$ cat config.mk
export PLATFORM = sky130hd
export DESIGN_NAME = heart_rate_averager_alert_core_flat
export DESIGN_NICKNAME = d
export VERILOG_FILES = /design/src/rtl/hra_pkg.sv /design/src/rtl/hra_in_if.sv /design/src/rtl/hra_out_if.sv /design/src/rtl/hra_ram.sv /design/src/rtl/hra_div.sv /design/src/rtl/heart_rate_averager_alert_core.sv /design/src/flat_wrapper.sv
export SDC_FILE = /design/constraint.sdc
export NUM_CORES = 1
export LEC_CHECK = 0
export BUFFER_PORTS_ARGS = -buffer_cell sky130_fd_sc_hd__clkbuf_2
export CAP_MARGIN = 40
export CORE_ASPECT_RATIO = 0.9
export CORE_UTILIZATION = 38
export DETAILED_ROUTE_END_ITERATION = 8
export PLACE_DENSITY_LB_ADDON = 0.05
export SYNTH_ARGS = -nofsm -noshare
export SYNTH_HDL_FRONTEND = slang
export SYNTH_SLANG_ARGS = --single-unit
export TNS_END_PERCENT = 10
$ cat constraint.sdc
create_clock -name clk -period 4.8 [get_ports clk]
set_clock_uncertainty 0.15 [all_clocks]
set_input_delay 0.24 -clock clk [delete_from_list [all_inputs] [get_ports clk]]
set_output_delay 0.24 -clock clk [all_outputs]
set_load 0.02 [all_outputs]
$ cat src/rtl/hra_pkg.sv
// ----------------------------------------------------------------------------
// hra_pkg
// shared widths, codes and types of the pulse rate averager
// ----------------------------------------------------------------------------
`default_nettype none

package hra_pkg;

	// ring of accepted rates
	localparam int RING_DEPTH = 8;
	localparam int IDX_W      = (RING_DEPTH > 1) ? $clog2(RING_DEPTH) : 1;
	localparam int RATE_W     = 8;
	localparam int SUM_W      = RATE_W + IDX_W;

	// floor(sum / RING_DEPTH) as a multiply by a rounded-up reciprocal
	localparam int AVG_SH    = SUM_W + IDX_W;
	localparam int RECIP_W   = SUM_W + 2;
	localparam int PROD_W    = SUM_W + RECIP_W;
	localparam logic [RECIP_W-1:0] AVG_RECIP =
		RECIP_W'(((64'd1 << AVG_SH) + 64'(RING_DEPTH) - 64'd1) / 64'(RING_DEPTH));

	// field widths
	localparam int LEVEL_W    = 18;
	localparam int TIME_W     = 32;
	localparam int STATUS_W   = 2;
	localparam int CFG_IDX_W  = 3;
	localparam int CFG_DATA_W = 18;

	// 60000 ms per minute, divided by the beat interval
	localparam int NUMER_W   = 16;
	localparam int QUOT_W    = NUMER_W;
	localparam int DIV_CNT_W = $clog2(NUMER_W);
	localparam logic [NUMER_W-1:0] RATE_NUMER = 16'd60000;

	// register reset values
	localparam logic [LEVEL_W-1:0] CONTACT_RST = 18'd50000;
	localparam logic [RATE_W-1:0]  LOW_RST     = 8'd60;
	localparam logic [RATE_W-1:0]  HIGH_RST    = 8'd100;
	localparam logic [RATE_W-1:0]  MIN_RST     = 8'd20;
	localparam logic [RATE_W-1:0]  MAX_RST     = 8'd220;

	typedef enum logic [CFG_IDX_W-1:0] {
		REG_CONTACT_LEVEL = 3'd0,
		REG_LOW_LIMIT     = 3'd1,
		REG_HIGH_LIMIT    = 3'd2,
		REG_MIN_RATE      = 3'd3,
		REG_MAX_RATE      = 3'd4
	} hra_reg_t;

	typedef enum logic [STATUS_W-1:0] {
		STAT_WAIT   = 2'd0,
		STAT_LOW    = 2'd1,
		STAT_NORMAL = 2'd2,
		STAT_HIGH   = 2'd3
	} hra_status_t;

	typedef enum logic [1:0] {
		ST_IDLE,
		ST_DIV,
		ST_AVG,
		ST_FIN
	} hra_state_t;

	typedef struct packed {
		logic              start;
		logic [TIME_W-1:0] divisor;
	} hra_div_req_t;

	typedef struct packed {
		logic              done;
		logic [QUOT_W-1:0] quot;
		logic              rem_nz;
	} hra_div_res_t;

endpackage

`default_nettype wire

$ cat src/rtl/hra_in_if.sv
// ----------------------------------------------------------------------------
// hra_in_if
// sample channel: sensor level, beat flag and millisecond time
// ----------------------------------------------------------------------------
`default_nettype none

interface hra_in_if;
	logic                         valid;
	logic                         ready;
	logic [hra_pkg::LEVEL_W-1:0]  sample_level;
	logic                         beat_seen;
	logic [hra_pkg::TIME_W-1:0]   now_ms;

	modport source (output valid, sample_level, beat_seen, now_ms, input ready);
	modport sink   (input valid, sample_level, beat_seen, now_ms, output ready);
endinterface

`default_nettype wire

$ cat src/rtl/hra_out_if.sv
// ----------------------------------------------------------------------------
// hra_out_if
// result channel: average, instant rate, accept flag and status
// ----------------------------------------------------------------------------
`default_nettype none

interface hra_out_if;
	logic                          valid;
	logic                          ready;
	logic [hra_pkg::RATE_W-1:0]    average_rate;
	logic [hra_pkg::RATE_W-1:0]    instant_rate;
	logic                          rate_accepted;
	logic [hra_pkg::STATUS_W-1:0]  status;

	modport source (output valid, average_rate, instant_rate, rate_accepted, status,
		input ready);
	modport sink   (input valid, average_rate, instant_rate, rate_accepted, status,
		output ready);
endinterface

`default_nettype wire

$ cat src/rtl/hra_ram.sv
// ----------------------------------------------------------------------------
// hra_ram
// simple dual port ram, one write and one registered read per cycle
// ----------------------------------------------------------------------------
`default_nettype none

module hra_ram #(
	parameter int WIDTH = 8,
	parameter int DEPTH = 8
) (
	input  logic                     clk,
	input  logic                     we,
	input  logic [$clog2(DEPTH)-1:0] waddr,
	input  logic [WIDTH-1:0]         wdata,
	input  logic [$clog2(DEPTH)-1:0] raddr,
	output logic [WIDTH-1:0]         rdata
);

	logic [WIDTH-1:0] mem [DEPTH];
	logic [WIDTH-1:0] rdata_q;

	always_ff @(posedge clk) begin
		if (we) begin
			mem[waddr] <= wdata;
		end
		rdata_q <= mem[raddr];
	end

	assign rdata = rdata_q;

endmodule

`default_nettype wire

$ cat src/rtl/hra_div.sv
// ----------------------------------------------------------------------------
// hra_div
// restoring divider, 60000 by a 32-bit interval, one quotient bit a cycle
// ----------------------------------------------------------------------------
`default_nettype none

module hra_div (
	input  logic                  clk,
	input  logic                  arst_n,
	input  hra_pkg::hra_div_req_t req,
	output hra_pkg::hra_div_res_t res
);

	logic                            busy_q;
	logic                            done_q;
	logic [hra_pkg::DIV_CNT_W-1:0]   cnt_q;
	logic [hra_pkg::TIME_W-1:0]      rem_q;
	logic [hra_pkg::TIME_W-1:0]      dvs_q;
	logic [hra_pkg::QUOT_W-1:0]      quot_q;
	logic [hra_pkg::TIME_W:0]        rem_sh;
	logic [hra_pkg::TIME_W:0]        rem_sub;
	logic                            fits;

	// shift in the next dividend bit, msb first
	assign rem_sh  = {rem_q, hra_pkg::RATE_NUMER[cnt_q]};
	assign fits    = rem_sh >= {1'b0, dvs_q};
	assign rem_sub = rem_sh - {1'b0, dvs_q};

	always_ff @(posedge clk or negedge arst_n) begin
		if (!arst_n) begin
			busy_q <= 1'b0;
			done_q <= 1'b0;
			cnt_q  <= '0;
		end else begin
			done_q <= 1'b0;
			if (req.start) begin
				busy_q <= 1'b1;
				cnt_q  <= hra_pkg::DIV_CNT_W'(hra_pkg::NUMER_W - 1);
			end else if (busy_q) begin
				if (cnt_q == '0) begin
					busy_q <= 1'b0;
					done_q <= 1'b1;
				end else begin
					cnt_q <= cnt_q - 1'b1;
				end
			end
		end
	end

	always_ff @(posedge clk) begin
		if (req.start) begin
			rem_q  <= '0;
			quot_q <= '0;
			dvs_q  <= req.divisor;
		end else if (busy_q) begin
			rem_q  <= fits ? rem_sub[hra_pkg::TIME_W-1:0] : rem_sh[hra_pkg::TIME_W-1:0];
			quot_q <= {quot_q[hra_pkg::QUOT_W-2:0], fits};
		end
	end

	assign res.done   = done_q;
	assign res.quot   = quot_q;
	assign res.rem_nz = |rem_q;

endmodule

`default_nettype wire

$ cat src/rtl/heart_rate_averager_alert_core.sv
// ----------------------------------------------------------------------------
// heart_rate_averager_alert_core
// pulse rate from beat intervals, averaged over a ring of accepted rates,
// with low / normal / high status
// ----------------------------------------------------------------------------
//
//  channel   dir   handshake       word
//  sample    in    valid / ready   sample_level, beat_seen, now_ms
//  result    out   valid / ready   average_rate, instant_rate, rate_accepted,
//                                  status
//  cfg       in    cfg_wr_en       cfg_index, cfg_data (no read-back)
//
//  one sample at a time; an accepted beat goes from the accepting edge to the
//  result register load through capture, the bit-serial divider, the ring
//  update, the reciprocal multiply for the average and the hand-over; a beat
//  outside the rate window skips the average step
//  a word with no contact, no beat or a zero interval goes from capture
//  straight to the hand-over
//  the result register lets the next word in while a result waits; a stalled
//  result only holds the core in its hand-over step
//  asynchronous active-low reset; ring entries read as zero until first
//  written (one valid flop per entry), so no clearing pass is needed
//
`default_nettype none

module heart_rate_averager_alert_core (
	input  logic                           clk,
	input  logic                           arst_n,
	input  logic                           cfg_wr_en,
	input  logic [hra_pkg::CFG_IDX_W-1:0]  cfg_index,
	input  logic [hra_pkg::CFG_DATA_W-1:0] cfg_data,
	hra_in_if.sink                         sample,
	hra_out_if.source                      result
);

	// status from the average, waiting has priority
	function automatic hra_pkg::hra_status_t status_of(
		input logic [hra_pkg::RATE_W-1:0] avg,
		input logic [hra_pkg::RATE_W-1:0] lo,
		input logic [hra_pkg::RATE_W-1:0] hi
	);
		hra_pkg::hra_status_t st;
		if (avg == '0) begin
			st = hra_pkg::STAT_WAIT;
		end else if (avg < lo) begin
			st = hra_pkg::STAT_LOW;
		end else if (avg > hi) begin
			st = hra_pkg::STAT_HIGH;
		end else begin
			st = hra_pkg::STAT_NORMAL;
		end
		return st;
	endfunction

	// configuration registers
	logic [hra_pkg::LEVEL_W-1:0]   contact_level_q;
	logic [hra_pkg::RATE_W-1:0]    low_limit_q;
	logic [hra_pkg::RATE_W-1:0]    high_limit_q;
	logic [hra_pkg::RATE_W-1:0]    min_rate_q;
	logic [hra_pkg::RATE_W-1:0]    max_rate_q;

	// sequencer
	hra_pkg::hra_state_t           state_q;
	hra_pkg::hra_state_t           state_d;

	// averaging state
	logic [hra_pkg::IDX_W-1:0]     slot_q;
	logic [hra_pkg::RING_DEPTH-1:0] ring_vld_q;
	logic [hra_pkg::TIME_W-1:0]    last_beat_q;
	logic [hra_pkg::RATE_W-1:0]    avg_q;
	logic [hra_pkg::SUM_W-1:0]     sum_q;

	// result being built
	logic [hra_pkg::RATE_W-1:0]    pend_inst_q;
	logic                          pend_acc_q;

	// output register
	logic                          out_valid_q;
	logic [hra_pkg::RATE_W-1:0]    out_avg_q;
	logic [hra_pkg::RATE_W-1:0]    out_inst_q;
	logic                          out_acc_q;
	hra_pkg::hra_status_t          out_status_q;

	// datapath
	logic                          in_acc;
	logic                          contact;
	logic [hra_pkg::TIME_W-1:0]    delta;
	hra_pkg::hra_div_req_t         div_req;
	hra_pkg::hra_div_res_t         div_res;
	logic                          above;
	logic                          below;
	logic                          rate_ok;
	logic                          upd;
	logic [hra_pkg::RATE_W-1:0]    inst_sat;
	logic [hra_pkg::RATE_W-1:0]    ram_rdata;
	logic [hra_pkg::RATE_W-1:0]    old_rate;
	logic [hra_pkg::SUM_W-1:0]     sum_nx;
	logic [hra_pkg::IDX_W-1:0]     slot_nx;
	logic [hra_pkg::PROD_W-1:0]    avg_prod;
	logic                          out_load;

	assign in_acc  = sample.valid && sample.ready;
	assign contact = sample.sample_level >= contact_level_q;
	assign delta   = sample.now_ms - last_beat_q;

	// start the divide only for a beat with contact and a non-zero interval
	assign div_req.start   = in_acc && contact && sample.beat_seen && (delta != '0);
	assign div_req.divisor = delta;

	hra_div u_div (
		.clk    (clk),
		.arst_n (arst_n),
		.req    (div_req),
		.res    (div_res)
	);

	// exact acceptance: the remainder breaks a tie at the lower limit
	assign above = (div_res.quot > hra_pkg::QUOT_W'(min_rate_q))
		|| ((div_res.quot == hra_pkg::QUOT_W'(min_rate_q)) && div_res.rem_nz);
	assign below    = div_res.quot < hra_pkg::QUOT_W'(max_rate_q);
	assign rate_ok  = above && below;
	assign inst_sat = (|div_res.quot[hra_pkg::QUOT_W-1:hra_pkg::RATE_W])
		? {hra_pkg::RATE_W{1'b1}} : div_res.quot[hra_pkg::RATE_W-1:0];

	// ring write when the quotient lands and passes the limits
	assign upd = (state_q == hra_pkg::ST_DIV) && div_res.done && rate_ok;

	// read port sits on the current slot; the slot moves only on a write and the
	// next write waits for a whole divide, so the old entry is ready before it is overwritten
	hra_ram #(
		.WIDTH (hra_pkg::RATE_W),
		.DEPTH (hra_pkg::RING_DEPTH)
	) u_ring (
		.clk   (clk),
		.we    (upd),
		.waddr (slot_q),
		.wdata (div_res.quot[hra_pkg::RATE_W-1:0]),
		.raddr (slot_q),
		.rdata (ram_rdata)
	);

	// never-written entries count as zero
	assign old_rate = ring_vld_q[slot_q] ? ram_rdata : '0;
	assign sum_nx   = sum_q - hra_pkg::SUM_W'(old_rate)
		+ hra_pkg::SUM_W'(div_res.quot[hra_pkg::RATE_W-1:0]);
	assign slot_nx  = (slot_q == hra_pkg::IDX_W'(hra_pkg::RING_DEPTH - 1))
		? '0 : slot_q + hra_pkg::IDX_W'(1);

	// floor of the running sum over the depth
	assign avg_prod = hra_pkg::PROD_W'(sum_q) * hra_pkg::PROD_W'(hra_pkg::AVG_RECIP);

	// result register takes the word when it is free or being emptied
	assign out_load = (state_q == hra_pkg::ST_FIN) && (!out_valid_q || result.ready);

	always_ff @(posedge clk or negedge arst_n) begin
		if (!arst_n) begin
			state_q <= hra_pkg::ST_IDLE;
		end else begin
			state_q <= state_d;
		end
	end

	always_comb begin
		state_d = state_q;
		case (state_q)
			hra_pkg::ST_IDLE: begin
				if (in_acc) begin
					state_d = div_req.start ? hra_pkg::ST_DIV : hra_pkg::ST_FIN;
				end
			end
			hra_pkg::ST_DIV: begin
				if (div_res.done) begin
					state_d = rate_ok ? hra_pkg::ST_AVG : hra_pkg::ST_FIN;
				end
			end
			hra_pkg::ST_AVG: begin
				state_d = hra_pkg::ST_FIN;
			end
			hra_pkg::ST_FIN: begin
				if (out_load) begin
					state_d = hra_pkg::ST_IDLE;
				end
			end
			default: begin
				state_d = hra_pkg::ST_IDLE;
			end
		endcase
	end

	// configuration writes, unknown indexes dropped
	always_ff @(posedge clk or negedge arst_n) begin
		if (!arst_n) begin
			contact_level_q <= hra_pkg::CONTACT_RST;
			low_limit_q     <= hra_pkg::LOW_RST;
			high_limit_q    <= hra_pkg::HIGH_RST;
			min_rate_q      <= hra_pkg::MIN_RST;
			max_rate_q      <= hra_pkg::MAX_RST;
		end else if (cfg_wr_en) begin
			case (cfg_index)
				hra_pkg::REG_CONTACT_LEVEL: contact_level_q <= cfg_data;
				hra_pkg::REG_LOW_LIMIT:     low_limit_q  <= cfg_data[hra_pkg::RATE_W-1:0];
				hra_pkg::REG_HIGH_LIMIT:    high_limit_q <= cfg_data[hra_pkg::RATE_W-1:0];
				hra_pkg::REG_MIN_RATE:      min_rate_q   <= cfg_data[hra_pkg::RATE_W-1:0];
				hra_pkg::REG_MAX_RATE:      max_rate_q   <= cfg_data[hra_pkg::RATE_W-1:0];
				default: begin
				end
			endcase
		end
	end

	// ring bookkeeping, last beat time and average
	always_ff @(posedge clk or negedge arst_n) begin
		if (!arst_n) begin
			slot_q      <= '0;
			ring_vld_q  <= '0;
			last_beat_q <= '0;
			avg_q       <= '0;
			sum_q       <= '0;
		end else begin
			if (in_acc) begin
				if (!contact) begin
					// finger off: average cleared, ring kept
					avg_q <= '0;
				end else if (sample.beat_seen) begin
					// rejected beats still move the reference time
					last_beat_q <= sample.now_ms;
				end
			end
			if (upd) begin
				ring_vld_q[slot_q] <= 1'b1;
				slot_q             <= slot_nx;
				sum_q              <= sum_nx;
			end
			if (state_q == hra_pkg::ST_AVG) begin
				avg_q <= avg_prod[hra_pkg::AVG_SH +: hra_pkg::RATE_W];
			end
		end
	end

	// pending result fields
	always_ff @(posedge clk) begin
		if (in_acc) begin
			// same-ms beat counts as an infinite rate
			pend_inst_q <= (contact && sample.beat_seen && (delta == '0))
				? {hra_pkg::RATE_W{1'b1}} : '0;
			pend_acc_q  <= 1'b0;
		end else if ((state_q == hra_pkg::ST_DIV) && div_res.done) begin
			pend_inst_q <= inst_sat;
			pend_acc_q  <= rate_ok;
		end
	end

	// output register
	always_ff @(posedge clk or negedge arst_n) begin
		if (!arst_n) begin
			out_valid_q <= 1'b0;
		end else if (out_load) begin
			out_valid_q <= 1'b1;
		end else if (result.ready) begin
			out_valid_q <= 1'b0;
		end
	end

	always_ff @(posedge clk) begin
		if (out_load) begin
			out_avg_q    <= avg_q;
			out_inst_q   <= pend_inst_q;
			out_acc_q    <= pend_acc_q;
			out_status_q <= status_of(avg_q, low_limit_q, high_limit_q);
		end
	end

	assign sample.ready         = (state_q == hra_pkg::ST_IDLE);
	assign result.valid         = out_valid_q;
	assign result.average_rate  = out_avg_q;
	assign result.instant_rate  = out_inst_q;
	assign result.rate_accepted = out_acc_q;
	assign result.status        = out_status_q;

endmodule

`default_nettype wire

$ cat src/flat_wrapper.sv
// flat-port wrapper written by rule: the top's interface ports become plain ports
module heart_rate_averager_alert_core_flat 
  (clk, arst_n, cfg_wr_en, cfg_index, cfg_data, sample_valid, sample_sample_level, sample_beat_seen, sample_now_ms, sample_ready, result_valid, result_average_rate, result_instant_rate, result_rate_accepted, result_status, result_ready);
  hra_in_if sample_i ();
  hra_out_if result_i ();
  input  logic clk;
  input  logic arst_n;
  input  logic cfg_wr_en;
  input  logic [hra_pkg::CFG_IDX_W-1:0] cfg_index;
  input  logic [hra_pkg::CFG_DATA_W-1:0] cfg_data;
  input wire logic [$bits(sample_i.valid)-1:0] sample_valid;
  input wire logic [$bits(sample_i.sample_level)-1:0] sample_sample_level;
  input wire logic [$bits(sample_i.beat_seen)-1:0] sample_beat_seen;
  input wire logic [$bits(sample_i.now_ms)-1:0] sample_now_ms;
  output wire logic [$bits(sample_i.ready)-1:0] sample_ready;
  output wire logic [$bits(result_i.valid)-1:0] result_valid;
  output wire logic [$bits(result_i.average_rate)-1:0] result_average_rate;
  output wire logic [$bits(result_i.instant_rate)-1:0] result_instant_rate;
  output wire logic [$bits(result_i.rate_accepted)-1:0] result_rate_accepted;
  output wire logic [$bits(result_i.status)-1:0] result_status;
  input wire logic [$bits(result_i.ready)-1:0] result_ready;
  assign sample_i.valid = sample_valid;
  assign sample_i.sample_level = sample_sample_level;
  assign sample_i.beat_seen = sample_beat_seen;
  assign sample_i.now_ms = sample_now_ms;
  assign sample_ready = sample_i.ready;
  assign result_valid = result_i.valid;
  assign result_average_rate = result_i.average_rate;
  assign result_instant_rate = result_i.instant_rate;
  assign result_rate_accepted = result_i.rate_accepted;
  assign result_status = result_i.status;
  assign result_i.ready = result_ready;
  heart_rate_averager_alert_core u_core (.clk(clk), .arst_n(arst_n), .cfg_wr_en(cfg_wr_en), .cfg_index(cfg_index), .cfg_data(cfg_data), .sample(sample_i), .result(result_i));
endmodule
* Word-level counts from Yosys, hierarchy flattened *
Memory sizes are Yosys's and may differ from the RTL's. A register that Yosys moved wholly into a read port is not among the register bits.
Index checks and enable logic that the tools add are counted.

operators by class
  add/subtract/negate cells = 6
  multipliers = 0
  div/mod/pow operators = 0
  order comparisons = 9
  equal/unequal tests = 14
  shifts and indexed selects = 0
  muxes and demuxes = 36
  bitwise gates (word level) = 1
  reductions and logical operators = 37

operators with widths
  operator                            number
  two-way mux 8 bit                   8
  subtractor 32 bit                   2
  >= comparator 33 x 32 -> 1 bit      1
  zero test 32 bit                    1
  two-way mux 32 bit                  1
  nonzero test 32 bit                 1
  OR reduction 32 bit                 1
  >= comparator 18 bit                1
  == test 16 x 8 -> 1 bit             1
  > comparator 16 x 8 -> 1 bit        1
  < comparator 16 x 8 -> 1 bit        1
  two-way mux 1 bit                   16
  AND reduction 2 bit                 7
  logical AND 1 bit                   12
  two-way mux 4 bit                   3
  adder 11 x 8 -> 11 bit              1
  subtractor 11 x 8 -> 11 bit         1
  > comparator 8 bit                  1
  zero test 8 bit                     1
  < comparator 8 bit                  1
  two-way mux 2 bit                   4
  OR 8 bit                            1
  one-hot mux 2 bit (4 select lines)  1
  nonzero test 2 bit                  4
  other kinds (23)                    31

storage, ports and cells
  flip-flop bits (word level) = 229
  latch bits = 0
  bits in writable memories = 64
  ROM bits = 16
  input bits = 77
  output and inout port bits = 21
  word-level logic and storage cells = 130
  memories kept = 2

memory list
  name               words  bits a word  rd ports  clocked after Yosys merged registers in  write ports  line           source
  u_core.u_ring.mem  8      8            1         1                                        1            hra_ram.sv:19  logic [WIDTH-1:0] mem [DEPTH];
  (name not given)   16     1            1         0                                        0            hra_div.sv:25  assign rem_sh = {rem_q, hra_pkg::RATE_NUMER[cnt_q]};

* Logic depth before layout (Yosys ltp) *
  word-level depth = 8
  depth in mapped cells = 22
  mapped depth without buffers = 21

* By module *
Synthesis repeated with hierarchy kept, for this count alone.

second synthesis, totals
  cells, all modules = 1638
  area total of the unflattened synthesis = 16948.8 um^2

by module, submodules not included
  module                          times used  cells each  area each (um^2)  seq. area each (um^2)
  heart_rate_averager_alert_core  1           965         9226.3            3733.6
  hra_div                         1           559         5031.1            2072.0
  hra_ram                         1           114         2691.3            2082.0

* Worst setup path after synthesis *
OpenSTA, ideal clock, no wires.

  path kind = reg-to-reg
  start = register u_core.last_beat_q[18] in the netlist's numbering
  end = register u_core.u_div.dvs_q[0] in the netlist's numbering (enable)
  setup time = 0.421 ns
  arrival time = 3.932 ns
  required time = 4.229 ns
  path slack = 0.297 ns
  cell stages (with the launch flop) = 14
  buffers on the path = 1
  period minus slack after synthesis = 4.503 ns
  cells stage by stage = dfrtp_1 -> inv_1 -> ha_1 -> buf_2 -> a21oi_1 -> o21ai_1 -> a2111oi_1 -> nor2_1 -> nor3_2 -> o21a_1 -> o211ai_1 -> and4bb_1 -> and2_1 -> nor2_1

RTL lines
  item                    line                                   source
  start, declared         heart_rate_averager_alert_core.sv:69   logic [hra_pkg::TIME_W-1:0] last_beat_q;
  start signal, assigned  heart_rate_averager_alert_core.sv:226  last_beat_q <= sample.now_ms;
  end signal, assigned    hra_div.sv:54                          dvs_q <= req.divisor;
  end, declared           hra_div.sv:18                          logic [hra_pkg::TIME_W-1:0] dvs_q;

* Final worst setup path *
  start = register u_core.u_div.cnt_q[0] in the netlist's numbering
  end = register u_core.u_div.rem_q[30] in the netlist's numbering

on the way
  longest elaborated chain between the ends = 4
  elaborated cells on any way between the ends = 5
  those cells by class = 1 x add/sub; 1 x order compare; 2 x mux; 1 x memory

RTL lines
  item                                                                        line                          source
  start, declared                                                             hra_div.sv:16                 logic [hra_pkg::DIV_CNT_W-1:0] cnt_q;
  start signal, assigned                                                      hra_div.sv:38                 cnt_q <= hra_pkg::DIV_CNT_W'(hra_pkg::NUMER_W - 1);
  start signal, assigned                                                      hra_div.sv:44                 cnt_q <= cnt_q - 1'b1;
  memory read (16 x 1 bit) (*)                                                -
  two-way mux 1 bit (implied by the code) (*)                                 hra_div.sv:25
  subtractor 32 bit / >= comparator 33 x 32 -> 1 bit (equally long branches)  hra_div.sv:27, hra_div.sv:26
  two-way mux 32 bit (*)                                                      hra_div.sv:56                 rem_q <= fits ? rem_sub[hra_pkg::TIME_W-1:0] : rem_sh[hra_pkg::TIME_W-1:0];
  end signal, assigned                                                        hra_div.sv:56
  end, declared                                                               hra_div.sv:17                 logic [hra_pkg::TIME_W-1:0] rem_q;

Mark *: on every way between the ends. The rest lies on a longest branch, timed or not. The select of a mux whose other input is x is not followed.
A chain may end at the register's enable or synchronous reset.

==> key figures <==
Clock tree
  • CTS root buf: clkbuf_16
  • H-tree Lvls: 2
  • TritonCTS Buffers: 37
  • Postcts setup bufs: 0
  • Clk_lat worst skew: 0.57 ns
  • Worst-path clk slew: 0.06 ns
  • TritonCTS clock tree: done
  • Clock sinks: 301
  • Clock buffer depth: 3

Yosys
  • Synthesis-stage register bit count: 301
  • Synth Instances: 1809
  • Ys async rst share: 40.2%
  • Unique masters post-synth: 87
  • Mean Syn Cell Area: 9.88 um^2
  • EDFF count, synth: 123
  • Register area share after synthesis: 44.1%
  • Syn nets: 2025
  • YS warnings: 0
  • Mapped cell area: 0.0179 mm^2
  • Main flop type after synthesis: edfxtp_1

Floorplanning
  • Die Width: 231 um
  • Die Area: 0.0479 mm^2
  • Initial Utilization: 38.4%
  • Chip height: 208 um
  • Core Region: 0.0465 mm^2
  • Ports: 98
  • Cell row count: 75

Placed design
  • Gpl congestion: 0.863
  • IO buf count: 97
  • DP HPWL: 33.9 mm
  • Placed Area: 0.0191 mm^2

Cells and area
  • Synthesis-to-layout area growth: 17.6%
  • Post-route cell area: 0.0210 mm^2
  • Nets: 2179
  • # diodes: 0
  • Share of cells above drive strength 1: 17.7%
  • Fill cell count: 4542

Power and ir drop
  • Pleak: 0.00895 uW
  • Final Total Pwr: 12800 uW
  • Worst ir drop on vdd: 0.315 mV
  • Pwr per Cell Area: 606 mW/mm^2

Detailed routing
  • DRT Wirelength: 46.1 mm
  • Routed vias/inst: 5.26
  • DRC violations left: 0
  • Antenna viol nets, final: 0
  • First drt pass iteration count: 6
  • DR vias: 13700
  • Drt initial violations: 812
  • WL per Instance: 17.7 um

GRT
  • Total global routing overflow: 0
  • Initial antenna violation count: 0
  • Global-route wire length before repair: 74.0 mm
  • Largest net degree at the start of global routing: 82
  • Vias in the first global route: 13500
  • Global Route Usage Sum: 19.4%

Timing
  • Post-route setup TNS: 0 ns
  • Hold Fails Final Rpt: 0
  • Fin crit share: 90.6%
  • Setup violators final: 0
  • Slew @ Worst Pin: 0.912 ns
  • Max Fclk: 230 MHz
  • Slew Limit Headroom: 39.2%
  • RSZ-0062 raised after global routing: no
  • Tmin final: 4.35 ns
  • Worst hold slack: 0.0619 ns
  • Max-slew violations: 0

Critical path
  • Reg2Reg Depth: 18
  • Worst setup endpoint: u_core.u_div.rem_q[30]
  • CP startpoint kind: register
  • Worst-path maximum fanout: 5
  • Critical Setup Path Class: register to register
  • Reg-to-reg slack, setup: 0.45 ns
  • Critical Path Source: u_core.u_div.cnt_q[0]
  • Crit path capture type: register
  • Worst path required time: 5.07 ns
  • Crit path DAT: 4.62 ns
  • RR Startpoint: u_core.u_div.cnt_q[0]
  • RR Endpoint: u_core.u_div.rem_q[30]

Run status
  • Status: finished clean

Min path
  • Min-Delay Path Class: primary input to register

Flow run
  • # Max-Cap Violations: 0
==> layout by cell type, fill, tap and decap left out, types with 18 or more instances in the layout <==
master         Yosys  routed
ha_1             129     129
edfxtp_1         123     123
nor3_1            25      25
nand2_1          152     152
dfxtp_1           57      57
a21o_1            45      45
mux2_2            57      57
nand3_1           25      25
a21oi_2           30      30
nand4_1           22      22
dfstp_2           20      20
nor2b_1           30      29
a21oi_1          115     115
inv_1            184     184
clkbuf_2           0      97
clkbuf_16          0      38
o211ai_1          18      18
dlygate4sd3_1      0      54
buf_4              0      36
mux2i_1           29      29
xnor2_1           31      31
dfrtp_1          101      99
nor2_1            87      86
o21ai_0          141     141
==> metal layers <==
layer	GRT usage (%)	wire length (um)
met5	0	0
met4	6.69	1260
met3	2.95	1590
met2	31.8	21800
met1	26.0	21500
==> synthesized netlist by cell type, drive strengths merged, types with 10 or more instances <==
library cell  instances  area [um^2]
o21ai               149          746
nand2               153          577
fa                   10          200
a211oi               13          108
clkbuf               51          191
a21oi               145          838
o21a                 16          120
o211ai               18          135
a31o                 16          140
nand4                22          138
and3                 16          100
nand2b               14         87.6
ha                  129         1610
inv                 184          691
xnor2                31          272
nand3                25          125
a21o                 45          338
dfxtp                57         1140
edfxtp              123         3690
a22oi                15          113
dfrtp               101         2530
dfstp                20          526
o21bai               13         97.6
nor4                 16          100
buf                  25          146
nor2                 87          327
nor3                 28          161
mux2i                29          290
nor2b                30          188
and2                 13         81.3
mux2                 57          642
xor2                 17          149
==> how the worst min path moves through the flow <==
stage	to	slack, ns	cells past startpoint	startpoint
finish	u_core.low_limit_q[3]	0.06	5	cfg_index[1]
CTS	u_core.low_limit_q[3]	0.02	5	cfg_index[1]
global placement	u_core.ring_vld_q[7]	0.24	1	arst_n
floorplan	u_core.avg_q[0]	-0.21	0	arst_n
detailed placement	u_core.ring_vld_q[1]	-0.1	1	arst_n
global route	u_core.low_limit_q[3]	0.07	5	cfg_index[1]
==> kinds of logic after synthesis <==
logic type / after synthesis / synth area share (%)
AOI/OAI and AO/OA: 523 / 19.4
xor gates and xnor gates: 48 / 2.35
adders and majority gates: 139 / 10.1
buffers and inverters: 260 / 5.75
DFF: 301 / 44.1
muxes: 90 / 5.72
and+or+nand+nor: 448 / 12.5
==> power breakdown <==
part / internal, uW / switching (uW)
logic: 2390 / 3400
registers: 3420 / 488
clock network: 1880 / 1170
total: 7700 / 5050
==> area by class of cell <==
type                    instances  area [um^2]  area share [%]
inverters                     184          691            3.28
repair buffers                191         1370            6.50
flip-flops and latches        301         7890            37.5
multi-input cells            1248         8980            42.7
clock inverters                20          319            1.52
clock buffers                  48         1010            4.80
well taps                     616          771            3.67
==> critical path, cell delays in order, from the launching register on <==
cell and delay (ns):
dfrtp_1 0.36, inv_1 0.08, ha_1 0.32, nor2_1 0.11
a21oi_1 0.05, a22oi_1 0.35, ha_1 0.27, fa_1 0.19
nand2b_1 0.16, a21oi_1 0.11, o21ai_1 0.23, o21ai_1 0.10
buf_4 0.16, a2111oi_2 0.47, o31ai_1 0.15, a211oi_1 0.28
mux2_2 0.37, a211oi_1 0.26, a21oi_2 0.04
==> state kept, by name (all words and copies together), names as in the netlist, 3 cells and up <==
signal / flops
u_core.max_rate_q: 8
u_core.sum_q: 11
u_core.high_limit_q: 8
u_core.result.instant_rate: 8
u_core.min_rate_q: 8
u_core.contact_level_q: 18
u_core.low_limit_q: 8
u_core.u_ring.mem: 64
u_core.u_div.rem_q: 32
u_core.u_div.cnt_q: 4
u_core.u_ring.rdata: 8
u_core.result.average_rate: 8
u_core.ring_vld_q: 8
u_core.pend_inst_q: 8
u_core.u_div.quot_q: 16
u_core.avg_q: 8
u_core.slot_q: 3
u_core.u_div.dvs_q: 32
u_core.last_beat_q: 32
==> stage by stage <==
stage / cells / worst slack (ns) / util, %
3_3_place_gp: 2482 / 0.520 / 41.0
6_report: 2608 / 0.451 / 45.2
2_1_floorplan: 1809 / 0.297 / -
4_1_cts: 2606 / 0.398 / 45.1
5_1_grt: 2608 / 0.00112 / 45.2
3_5_place_dp: 2484 / 0.417 / 41.1
==> repair_timing <==
action	CTS	global route
hold endpoints to repair	172	0
hold buffers	54	0
setup endpoints to repair	0	1
gates resized for setup	0	2
(Power assumes the default switching activity.)
